--- src/hdl/aorq_pkg.sv ---
// shared types and constants for the aging overwrite ring queue
`timescale 1ns / 1ps

package aorq_pkg;

  localparam int TIME_BITS = 64;
  localparam int FIELD_BITS = 64;
  localparam int WINDOW_BITS = 32;
  localparam logic [WINDOW_BITS-1:0] WINDOW_RESET = 32'd500;

  localparam logic [1:0] OP_PUSH = 2'd0;
  localparam logic [1:0] OP_GET_FRONT = 2'd1;
  localparam logic [1:0] OP_POP = 2'd2;
  localparam logic [1:0] OP_CLEAR = 2'd3;

  // command broadcast to every cell of the chain
  typedef struct packed {
    logic shift;   // take the upstream neighbor's entry
    logic append;  // first free cell loads the new entry
    logic clear;   // drop every entry
  } ctl_t;

endpackage

--- src/hdl/aorq_cell.sv ---
// one slot of the queue chain: occupancy flag, timestamp and payload
`timescale 1ns / 1ps

module aorq_cell #(
  parameter int PAYLOAD_BITS = 64
) (
  input  logic                           clk,
  input  logic                           rst,
  input  aorq_pkg::ctl_t                 ctl,
  input  logic                           prev_occ,
  input  logic                           nbr_occ,
  input  logic [aorq_pkg::TIME_BITS-1:0] nbr_time,
  input  logic [PAYLOAD_BITS-1:0]        nbr_payload,
  input  logic [aorq_pkg::TIME_BITS-1:0] new_time,
  input  logic [PAYLOAD_BITS-1:0]        new_payload,
  output logic                           occ,
  output logic [aorq_pkg::TIME_BITS-1:0] entry_time,
  output logic [PAYLOAD_BITS-1:0]        entry_payload
);

  logic take_new;

  // the lowest free cell sits right above the last occupied one
  assign take_new = ctl.append && !occ && prev_occ;

  always_ff @(posedge clk) begin
    if (rst) begin
      occ <= 1'b0;
    end else if (ctl.clear) begin
      occ <= 1'b0;
    end else if (ctl.shift) begin
      occ <= nbr_occ;
    end else if (take_new) begin
      occ <= 1'b1;
    end
  end

  always_ff @(posedge clk) begin
    if (ctl.shift) begin
      entry_time    <= nbr_time;
      entry_payload <= nbr_payload;
    end else if (take_new) begin
      entry_time    <= new_time;
      entry_payload <= new_payload;
    end
  end

endmodule

--- src/hdl/aging_overwrite_ring_queue_unit.sv ---
// top level of the aging overwrite ring queue: control, cell chain and result buffer
`timescale 1ns / 1ps

// Queue of up to QUEUE_SLOTS-1 timestamped entries, built as a chain of cells with the
// oldest entry always in cell 0. Each item carries an operation: push appends an entry
// (dropping the oldest when full), pop drops the front entry, clear empties the queue, and
// get front first discards every front entry whose time is below now_time minus
// discard_window_ms (64-bit wrapping) and then reports the front entry, or front_valid low
// when empty. Push, pop and clear return an all-zero result. During get front the chain
// shifts one expired entry out per cycle while the front cell's timestamp is compared
// against the threshold. A two-entry result buffer lets a new item in while an earlier
// result waits on m_tready. The window register is written through cfg_wen / cfg_wdata;
// the user must write it only while the block is idle, which the block itself does not
// enforce. It resets to 500.

module aging_overwrite_ring_queue_unit #(
  parameter int QUEUE_SLOTS  = 16,
  parameter int PAYLOAD_BITS = 64
) (
  input  logic         clk,
  input  logic         rst,
  // operation [1:0], now_time [65:2], entry_time [129:66], entry_payload [193:130]
  input  logic [199:0] s_tdata,
  input  logic         s_tvalid,
  output logic         s_tready,
  // front_time [63:0], front_payload [127:64]
  output logic [127:0] m_tdata,
  // front_valid [0]
  output logic [0:0]   m_tuser,
  output logic         m_tvalid,
  input  logic         m_tready,
  input  logic         cfg_wen,
  input  logic [31:0]  cfg_wdata
);

  localparam int CAP = QUEUE_SLOTS - 1;
  localparam int TB  = aorq_pkg::TIME_BITS;
  localparam int FB  = aorq_pkg::FIELD_BITS;

  localparam logic ST_IDLE = 1'b0;
  localparam logic ST_AGE  = 1'b1;

  typedef struct packed {
    logic          front_valid;
    logic [TB-1:0] front_time;
    logic [FB-1:0] front_payload;
  } res_t;

  // input fields
  logic [1:0]              in_op;
  logic [TB-1:0]           in_now;
  logic [TB-1:0]           in_time;
  logic [PAYLOAD_BITS-1:0] in_payload;

  assign in_op      = s_tdata[1:0];
  assign in_now     = s_tdata[65:2];
  assign in_time    = s_tdata[129:66];
  assign in_payload = s_tdata[130 +: PAYLOAD_BITS];

  // window register
  logic [aorq_pkg::WINDOW_BITS-1:0] window;

  always_ff @(posedge clk) begin
    if (rst) begin
      window <= aorq_pkg::WINDOW_RESET;
    end else if (cfg_wen) begin
      window <= cfg_wdata;
    end
  end

  // control
  logic          state;
  logic [TB-1:0] thr;
  logic          accept;
  logic          pop_out;
  logic          room;
  logic          front_old;
  logic          res_push;
  res_t          res;
  logic          hold_valid;
  aorq_pkg::ctl_t ctl;

  // chain wiring: index CAP is the feed into the tail cell
  logic                    occ_chain [0:CAP];
  logic [TB-1:0]           time_chain [0:CAP];
  logic [PAYLOAD_BITS-1:0] pay_chain [0:CAP];

  assign accept  = s_tvalid && s_tready;
  assign pop_out = m_tvalid && m_tready;
  assign room    = !hold_valid || pop_out;
  assign s_tready = (state == ST_IDLE) && !hold_valid;

  // expired front entry while aging
  assign front_old = occ_chain[0] && (time_chain[0] < thr);

  always_comb begin
    ctl = '0;
    if (accept) begin
      unique case (in_op)
        aorq_pkg::OP_PUSH: begin
          // a full queue shifts the oldest out and the tail cell takes the new entry
          ctl.shift  = occ_chain[CAP-1];
          ctl.append = !occ_chain[CAP-1];
        end
        aorq_pkg::OP_POP:       ctl.shift = 1'b1;
        aorq_pkg::OP_CLEAR:     ctl.clear = 1'b1;
        aorq_pkg::OP_GET_FRONT: ctl = '0;
        default:                ctl = '0;
      endcase
    end else if (state == ST_AGE) begin
      ctl.shift = front_old;
    end
  end

  // tail feed is marked occupied for every accepted push; only a push into a full queue shifts it in
  assign occ_chain[CAP]  = accept && (in_op == aorq_pkg::OP_PUSH);
  assign time_chain[CAP] = in_time;
  assign pay_chain[CAP]  = in_payload;

  genvar gi;
  generate
    for (gi = 0; gi < CAP; gi++) begin : g_cell
      logic prev_occ;
      if (gi == 0) begin : g_head
        assign prev_occ = 1'b1;
      end else begin : g_body
        assign prev_occ = occ_chain[gi-1];
      end
      aorq_cell #(
        .PAYLOAD_BITS(PAYLOAD_BITS)
      ) u_cell (
        .clk          (clk),
        .rst          (rst),
        .ctl          (ctl),
        .prev_occ     (prev_occ),
        .nbr_occ      (occ_chain[gi+1]),
        .nbr_time     (time_chain[gi+1]),
        .nbr_payload  (pay_chain[gi+1]),
        .new_time     (in_time),
        .new_payload  (in_payload),
        .occ          (occ_chain[gi]),
        .entry_time   (time_chain[gi]),
        .entry_payload(pay_chain[gi])
      );
    end
  endgenerate

  // state and aging threshold
  always_ff @(posedge clk) begin
    if (rst) begin
      state <= ST_IDLE;
    end else begin
      unique case (state)
        ST_IDLE: if (accept && in_op == aorq_pkg::OP_GET_FRONT) begin
          state <= ST_AGE;
        end
        ST_AGE: if (!front_old && room) begin
          state <= ST_IDLE;
        end
        default: state <= ST_IDLE;
      endcase
    end
  end

  // threshold wraps modulo 2^64
  always_ff @(posedge clk) begin
    if (accept) begin
      thr <= in_now - TB'(window);
    end
  end

  // result of the current step
  always_comb begin
    res = '0;
    if (state == ST_AGE && occ_chain[0]) begin
      res.front_valid   = 1'b1;
      res.front_time    = time_chain[0];
      res.front_payload = FB'(pay_chain[0]);
    end
  end

  assign res_push = (accept && in_op != aorq_pkg::OP_GET_FRONT)
                 || (state == ST_AGE && !front_old && room);

  // two-entry result buffer: out drives the port, hold catches a result while out stalls
  logic out_valid;
  res_t out_res;
  res_t hold_res;
  logic out_valid_next;
  logic hold_valid_next;
  res_t out_res_next;
  res_t hold_res_next;

  always_comb begin
    out_valid_next  = out_valid;
    hold_valid_next = hold_valid;
    out_res_next    = out_res;
    hold_res_next   = hold_res;
    if (pop_out) begin
      if (hold_valid) begin
        out_res_next    = hold_res;
        hold_valid_next = 1'b0;
      end else begin
        out_valid_next = 1'b0;
      end
    end
    if (res_push) begin
      if (!out_valid_next) begin
        out_res_next   = res;
        out_valid_next = 1'b1;
      end else begin
        hold_res_next   = res;
        hold_valid_next = 1'b1;
      end
    end
  end

  always_ff @(posedge clk) begin
    if (rst) begin
      out_valid  <= 1'b0;
      hold_valid <= 1'b0;
    end else begin
      out_valid  <= out_valid_next;
      hold_valid <= hold_valid_next;
    end
  end

  always_ff @(posedge clk) begin
    out_res  <= out_res_next;
    hold_res <= hold_res_next;
  end

  assign m_tvalid      = out_valid;
  assign m_tdata       = {out_res.front_payload, out_res.front_time};
  assign m_tuser[0]    = out_res.front_valid;

endmodule

--- config.mk ---
export PLATFORM = sky130hd
export DESIGN_NAME = aging_overwrite_ring_queue_unit
export DESIGN_NICKNAME = d
export VERILOG_FILES = /design/src/hdl/aorq_pkg.sv /design/src/hdl/aorq_cell.sv /design/src/hdl/aging_overwrite_ring_queue_unit.sv
export SDC_FILE = /design/constraint.sdc
export NUM_CORES = 2
export LEC_CHECK = 0
export BUFFER_PORTS_ARGS = -buffer_cell sky130_fd_sc_hd__buf_2
export CAP_MARGIN = 15
export CORE_MARGIN = 4
export CORE_UTILIZATION = 42
export CTS_CLUSTER_DIAMETER = 60
export DETAILED_ROUTE_END_ITERATION = 6
export SYNTH_ARGS = -nofsm -noshare
export SYNTH_HDL_FRONTEND = slang
export SYNTH_SLANG_ARGS = --single-unit
--- constraint.sdc ---
create_clock -name clk -period 16.5 [get_ports clk]
set_clock_uncertainty 0.2 [all_clocks]
set_input_delay 2.475 -clock clk [delete_from_list [all_inputs] [get_ports clk]]
set_output_delay 2.475 -clock clk [all_outputs]
set_load 0.02 [all_outputs]
# Yosys cells after proc, flatten, opt, wreduce, memory -nomap -nowiden

Index checks and enable logic that the tools add are counted.

Bits in registers: 2292
Bits in latches: 0
Bits in writable memories: 0
Memory bits (read-only): 0
Bits of input ports: 237
Output and inout port bits: 131
Word-level logic and storage cells: 250
Memories kept: 0

Add/sub/neg operators: 1
Multipliers: 0
Div/mod/pow operators: 0
Magnitude comparators: 1
Equal/unequal tests: 4
Shift operators: 0
Mux-type cells: 110
Bitwise operators: 1
Reduce and logical (&&, ||, !) cells: 77

Operators with widths:

| kind                                                   | number |
|---|---|
| two-way mux 64 bit                                     | 60 |
| two-way mux 129 bit                                    | 5 |
| < comparator 64 bit                                    | 1 |
| subtractor 64 x 32 -> 64 bit                           | 1 |
| two-way mux 1 bit                                      | 42 |
| logical AND 1 bit                                      | 40 |
| nonzero test 2 bit                                     | 15 |
| zero test 1 bit                                        | 17 |
| == test 2 bit (second input constant)                  | 2 |
| one-hot mux 1 bit (2 select lines)                     | 2 |
| == test 2 x 1 -> 1 bit (second input constant)         | 1 |
| zero test 2 bit                                        | 1 |
| logical OR 1 bit                                       | 2 |
| two-way mux 2 bit                                      | 1 |
| inequality test 2 x 1 -> 1 bit (second input constant) | 1 |
| AND reduction 2 bit                                    | 1 |
| OR reduction 2 bit                                     | 1 |
| NOT 1 bit                                              | 1 |

# Depth between registers and ports, before layout

Word-level depth: 8
Depth in mapped cells: 15
Gate-level depth less buffers: 12

# Cells and area by module

From an unflattened synthesis, not the netlist that was laid out.

Cells, all modules: 5683
Area, all modules: 105965.4 µm²

By module, submodules not included:

| module                          | times used | cells an instance | area each (µm²) | sequential area each (µm²) |
|---|---|---|---|---|
| aorq_cell                       | 15         | 277               | 5835.6          | 3863.7 |
| aging_overwrite_ring_queue_unit | 1          | 1528              | 18431.4         | 9078.7 |

# Worst setup path before layout

Ideal clock, no wire load.

Path kind: in2reg
Start point: input port s_tvalid
End point: register g_cell[11].u_cell.entry_payload[0] (enable)
Library setup time: 0.792 ns
Data arrival time: 13.059 ns
Data required time: 15.508 ns
Slack: 2.450 ns
Stages: 7
Buffers on the path: 2
Path through: and2_1 buf_4 nand2_1 nor3_1 clkbuf_1 nand2_1 o21ai_0

Word-level cells in the longest chain between the ends: 5
Elaborated cells between the ends (all ways): 6
Classes of those cells: mux (2); reduce/logical (4)

Ends and longest elaborated chain:

| element                         | line                                  | source |
|---|---|---|
| from (decl)                     | aging_overwrite_ring_queue_unit.sv:24 | `input logic s_tvalid,` |
| logical AND 1 bit *             | aging_overwrite_ring_queue_unit.sv:88 | `assign accept = s_tvalid && s_tready;` |
| net accept                      | aging_overwrite_ring_queue_unit.sv:74 | `logic accept;` |
| two-way mux 2 bit               | aging_overwrite_ring_queue_unit.sv:98 | `if (accept) begin` |
| logical AND 1 bit (2 in series) | aorq_cell.sv:24                       | `assign take_new = ctl.append && !occ && prev_occ;` |
| nonzero test 2 bit (no line) *  | --                                    |  |
| to (signal assigned)            | aorq_cell.sv:41                       | `entry_payload <= nbr_payload;` |
| to (signal assigned)            | aorq_cell.sv:44                       | `entry_payload <= new_payload;` |
| to (decl)                       | aorq_cell.sv:18                       | `output logic [PAYLOAD_BITS-1:0] entry_payload` |

The timed path passes the listed nets; every way through them passes the cells marked *.
A chain may end at the register's enable or synchronous reset.

# Worst setup path in the final report

Start point: register g_cell[0].u_cell.entry_time[2] (netlist name)
End point: register g_cell[2].u_cell.entry_payload[29], data pin

Word-level cells in the longest chain between the ends: 5

Ends and longest elaborated chain:

| element                | line                                   | source |
|---|---|---|
| from (decl)            | aorq_cell.sv:17                        | `output logic [aorq_pkg::TIME_BITS-1:0] entry_time,` |
| from (signal assigned) | aorq_cell.sv:40                        | `entry_time <= nbr_time;` |
| from (signal assigned) | aorq_cell.sv:43                        | `entry_time <= new_time;` |
| < comparator 64 bit    | aging_overwrite_ring_queue_unit.sv:94  | `assign front_old = occ_chain[0] && (time_chain[0] < thr);` |
| logical AND 1 bit      | aging_overwrite_ring_queue_unit.sv:94  |  |
| two-way mux 1 bit      | aging_overwrite_ring_queue_unit.sv:110 | `end else if (state == ST_AGE) begin` |
| two-way mux 1 bit      | aging_overwrite_ring_queue_unit.sv:98  |  |
| two-way mux 64 bit     | aorq_cell.sv:39                        | `if (ctl.shift) begin` |
| to (signal assigned)   | aorq_cell.sv:41                        |  |
| to (signal assigned)   | aorq_cell.sv:44                        |  |
| to (decl)              | aorq_cell.sv:18                        |  |

Every way passes these cells.

==> summary.txt <==
Pwr
  • Power share of the sequential group: between 50% and 60%
  • Power per cell area: roughly 130 mW/mm²
  • Max IR drop VDD: between 0.09 and 0.1 mV
  • Share of total power consumed by net switching: approximately 22%
  • Total net switching power: just under 0.003 W
  • Total Power: between 0.01 and 0.015 W
  • Internal power of the cells: between 0.01 and 0.015 W
  • Combinational fraction of design power: between 7 and 8%
  • Clk network pwr share: about 40%
  • Leakage power total: between 40 and 50 nW

Global route
  • Vias in the first global route: between 40000 and 50000
  • First-pass GRT wire length: ~290 mm
  • Initial antenna violation count: 53
  • Tot GR Track Use: about 16%
  • Largest net degree at the start of global routing: approximately 270
  • Total gr overflow: 0

Timing
  • Crit path time final: 6360 ps
  • Total Neg Setup Slack: 0 ps
  • Number of failing hold endpoints at the final stage: 0
  • Maximum clock frequency: 157 MHz
  • Final slew viol count: 0
  • Max_slew headroom: between 10% and 20%
  • Final setup fails: 0
  • Final clock period utilization by the worst path: around two fifths
  • Measured slew at the worst slew-check pin: 1200 ps
  • RSZ-0062 raised after global routing: false
  • Final Hold Slack: between 200 and 300 ps

Job
  • Max_cap viols: 0

Synth
  • Main combinational cell family by area after synthesis: compound AO/OA/AOI/OAI gates
  • Synthesis-stage register bit count: between 2000 and 2500
  • Compound-cell area share of the yosys netlist: roughly 17%
  • Xor and xnor fraction of the mapped netlist area: less than 1%
  • Synthesized instance count: around 6100
  • Synth async-reset ratio: 0%
  • Commonest cells in the synthesized netlist: 2113 x sky130_fd_sc_hd__edfxtp_1, 1813 x sky130_fd_sc_hd__a21o_1, 291 x sky130_fd_sc_hd__buf_2
  • Number of library cell types mapped by synthesis: between 70 and 80
  • Most numerous cell in the Yosys netlist: sky130_fd_sc_hd__edfxtp_1
  • Number of synthesized flops with an enable pin: roughly 2100
  • Register area share after synthesis: a little under three quarters
  • Syn_area_per_cell: about 15 µm²
  • Area share of and/or/nand/nor cells after synthesis: under 10%
  • Post-synthesis mux area share: around 1.7%
  • Net count after synthesis: 6408
  • Top post-synthesis cells by area: sky130_fd_sc_hd__edfxtp_1 68%, sky130_fd_sc_hd__a21o_1 15%, sky130_fd_sc_hd__dfxtp_1 3.8%, sky130_fd_sc_hd__mux2i_1 1.7%, sky130_fd_sc_hd__buf_2 1.6%
  • Leading area contributor after synthesis: sky130_fd_sc_hd__edfxtp_1
  • Synth Cell Area: about 0.093 mm²
  • Share of the synthesized area in the top cell type: about two thirds
  • Yosys warns: 0
  • Adder-Cell Fraction of Synth Area: between 1 and 1.5%
  • Primary FF master, synth: sky130_fd_sc_hd__edfxtp_1

Floorplanning
  • Number of core rows: ~170
  • Initial Util: between 40% and 50%
  • Total Die Area: 0.230 mm²
  • Die span in y: roughly 480 µm
  • Die Wd: between 400 and 500 µm
  • Number of top-level design ports: 368
  • Placeable core region: between 0.2 and 0.25 mm²

Worst hold path
  • Hold Path Class: flop to flop
  • Cell count of the worst hold path: 1

Final layout
  • Fraction of final layout cells with drive strength greater than 1: between 10% and 20%
  • Layout Nets: roughly 6500
  • Synth-to-layout area growth: 11.5%

Worst setup path
  • Number of stages on the worst setup path: 12
  • Cells on worst reg2reg path: 12
  • Crit path required time: between 15000 and 20000 ps
  • Stage delay of the slowest cell on the critical path: around 840 ps
  • Critical path endpoint category: flop
  • Top cell family by delay on the critical path: compound AO/OA/AOI/OAI gates
  • CP startpoint kind: flop
  • Worst endpoint data arrival time: about 7000 ps
  • Top cell by count, worst path: sky130_fd_sc_hd__buf_12
  • Critical path, cell by cell: ha_1 > a211o_1 > a31oi_1 > o221ai_1 > a211oi_2 > o221a_2 > a21o_2 > a31o_4 > buf_4 > buf_12 > buf_12 > a21o_1
  • Largest fanout on the critical path: approximately 250
  • Number of buffer and inverter stages on the critical path: 3
  • Cell with the largest stage delay on the worst path: sky130_fd_sc_hd__buf_4
  • Setup slack, reg-to-reg: 10140 ps
  • Class of the most critical setup path: flop to flop

Drt
  • Number of remaining DRC errors: 0
  • Initial detailed-routing violation count: slightly below 4000
  • Wire length on met1: about 84 mm
  • Via count: 48600
  • Number of nets still failing antenna checks after routing: 0
  • Detailed-route vias per instance: around 5.2
  • Routed wl met2: about 91 mm
  • First-pass DRT Iterations: 7
  • Metal3 WL: ~8 mm
  • Average wire per standard cell: ~20 µm
  • Total Wirelength: roughly 190 mm
  • Highest metal layer with signal wires: met5

Clock tree
  • CTS tree: done
  • Latest clock arrival within the worst-skew pair: 880 ps
  • Post-CTS repair timing setup buffer count: 0
  • Clk slew on worst S/H paths: around 60 ps
  • Number of clock buffers inserted by TritonCTS: roughly 230
  • CTS Root Cell: sky130_fd_sc_hd__clkbuf_16
  • H-tree lvl count: 4
  • # clock sinks: between 2000 and 2500
  • Quantity of gates resized following cts: 0
  • CTS Hold Bufs: 0
  • Max clock buf depth: 3

Placement
  • Hpwl dp: 116 mm
  • Global placer's final weighted congestion: around 0.83
  • Input/output buffers: 361

Outcome
  • Status: finished, final reports clean
stage by stage:
stage                     util, %  setup slack [ps]  cell area [µm²]  cells
after global routing         47.2              9680           104000   9355
after floorplan                 -              2450            93200   6075
after CTS                    47.2              9950           104000   9337
after global placement       43.6              9220            96000   8896
after detailed placement     43.6              9190            96100   8898
final                        47.2             10140           104000   9363
power groups by stage:
stage	Combinational (W)	Clock [W]	Sequential [W]
after floorplan	0.000728	0	0.00697
after global placement	0.000920	0	0.00689
after detailed placement	0.000950	0	0.00690
after CTS	0.000958	0.00547	0.00678
after global routing	0.00105	0.00570	0.00679
final	0.000935	0.00530	0.00677
state kept, by name, indices dropped and copies added (netlist names), 15 cells and up:
name / count
hold_res: 129
thr: 64
g_cell.u_cell.entry_payload: 960
g_cell.u_cell.occ: 15
window: 32
m_tdata: 128
g_cell.u_cell.entry_time: 960
cell families (layout without fill, tap and decap cells):
logic type	after synthesis	after routing
flops	2292	2292
compound gates	2116	2116
simple gates	687	687
buf+inv	672	977
mux	155	155
fa+ha+maj	96	96
xor+xnor	57	57
other cells	0	25
final timing paths:
kind	to	startpoint
worst min register to register	g_cell[4].u_cell.entry_time[29]	g_cell[5].u_cell.entry_time[29]
worst max register to register	g_cell[2].u_cell.entry_payload[29]	g_cell[0].u_cell.entry_time[2]
worst max-delay path	g_cell[2].u_cell.entry_payload[29]	g_cell[0].u_cell.entry_time[2]
worst min-delay path	g_cell[4].u_cell.entry_time[29]	g_cell[5].u_cell.entry_time[29]
cells in the final DEF (no fill, tap or decap), drive strengths merged, types with 5 or more instances in the layout:
| cell type | netlist | layout |
|---|---|---|
| diode | 0 | 25 |
| ha | 95 | 95 |
| nor2 | 82 | 82 |
| dfxtp | 179 | 179 |
| edfxtp | 2113 | 2113 |
| o21bai | 5 | 5 |
| or2 | 5 | 5 |
| xor2 | 32 | 32 |
| a21o | 1814 | 1814 |
| nand2 | 196 | 196 |
| and2 | 131 | 131 |
| clkbuf | 113 | 300 |
| inv | 107 | 119 |
| nor4 | 9 | 9 |
| a211oi | 8 | 8 |
| o21a | 7 | 7 |
| a2111oi | 5 | 5 |
| a31oi | 5 | 5 |
| xnor2 | 25 | 25 |
| bufinv | 0 | 25 |
| nor3 | 32 | 32 |
| clkinvlp | 0 | 9 |
| o211ai | 13 | 13 |
| nand2b | 21 | 21 |
| nor3b | 16 | 16 |
| and3 | 136 | 136 |
| nor2b | 6 | 6 |
| o21ai | 180 | 180 |
| nand4 | 15 | 15 |
| buf | 452 | 431 |
| clkinv | 0 | 93 |
| nand3 | 21 | 21 |
| mux2i | 155 | 155 |
| a21oi | 53 | 53 |
routing by layer:
metal,global-route usage [%],vias up
met1,21.6,24300
li1,-,23000
met3,2.77,365
met2,27.0,923
met5,0,-
met4,6.29,12
worst reg2reg max path: stages (launching register included):
cell and delay [ps]:
sky130_fd_sc_hd__edfxtp_1 420, sky130_fd_sc_hd__ha_1 310, sky130_fd_sc_hd__a211o_1 290, sky130_fd_sc_hd__a31oi_1 180, sky130_fd_sc_hd__o221ai_1 210, sky130_fd_sc_hd__a211oi_2 370, sky130_fd_sc_hd__o221a_2 420, sky130_fd_sc_hd__a21o_2 240
sky130_fd_sc_hd__a31o_4 590, sky130_fd_sc_hd__buf_4 870, sky130_fd_sc_hd__buf_12 700, sky130_fd_sc_hd__buf_12 810, sky130_fd_sc_hd__a21o_1 600
cell type report:
| class | instances | area (µm²) |
|---|---|---|
| antenna | 25 | 62.6 |
| clock buffer | 300 | 6170 |
| clock inverter | 139 | 1630 |
| fill | 19100 | 116000 |
| inverter | 107 | 402 |
| multi-input combinational | 3111 | 22500 |
| sequential | 2292 | 67000 |
| tap | 2958 | 3700 |
| timing repair buffer | 431 | 2480 |
(Power assumes the default switching activity.)
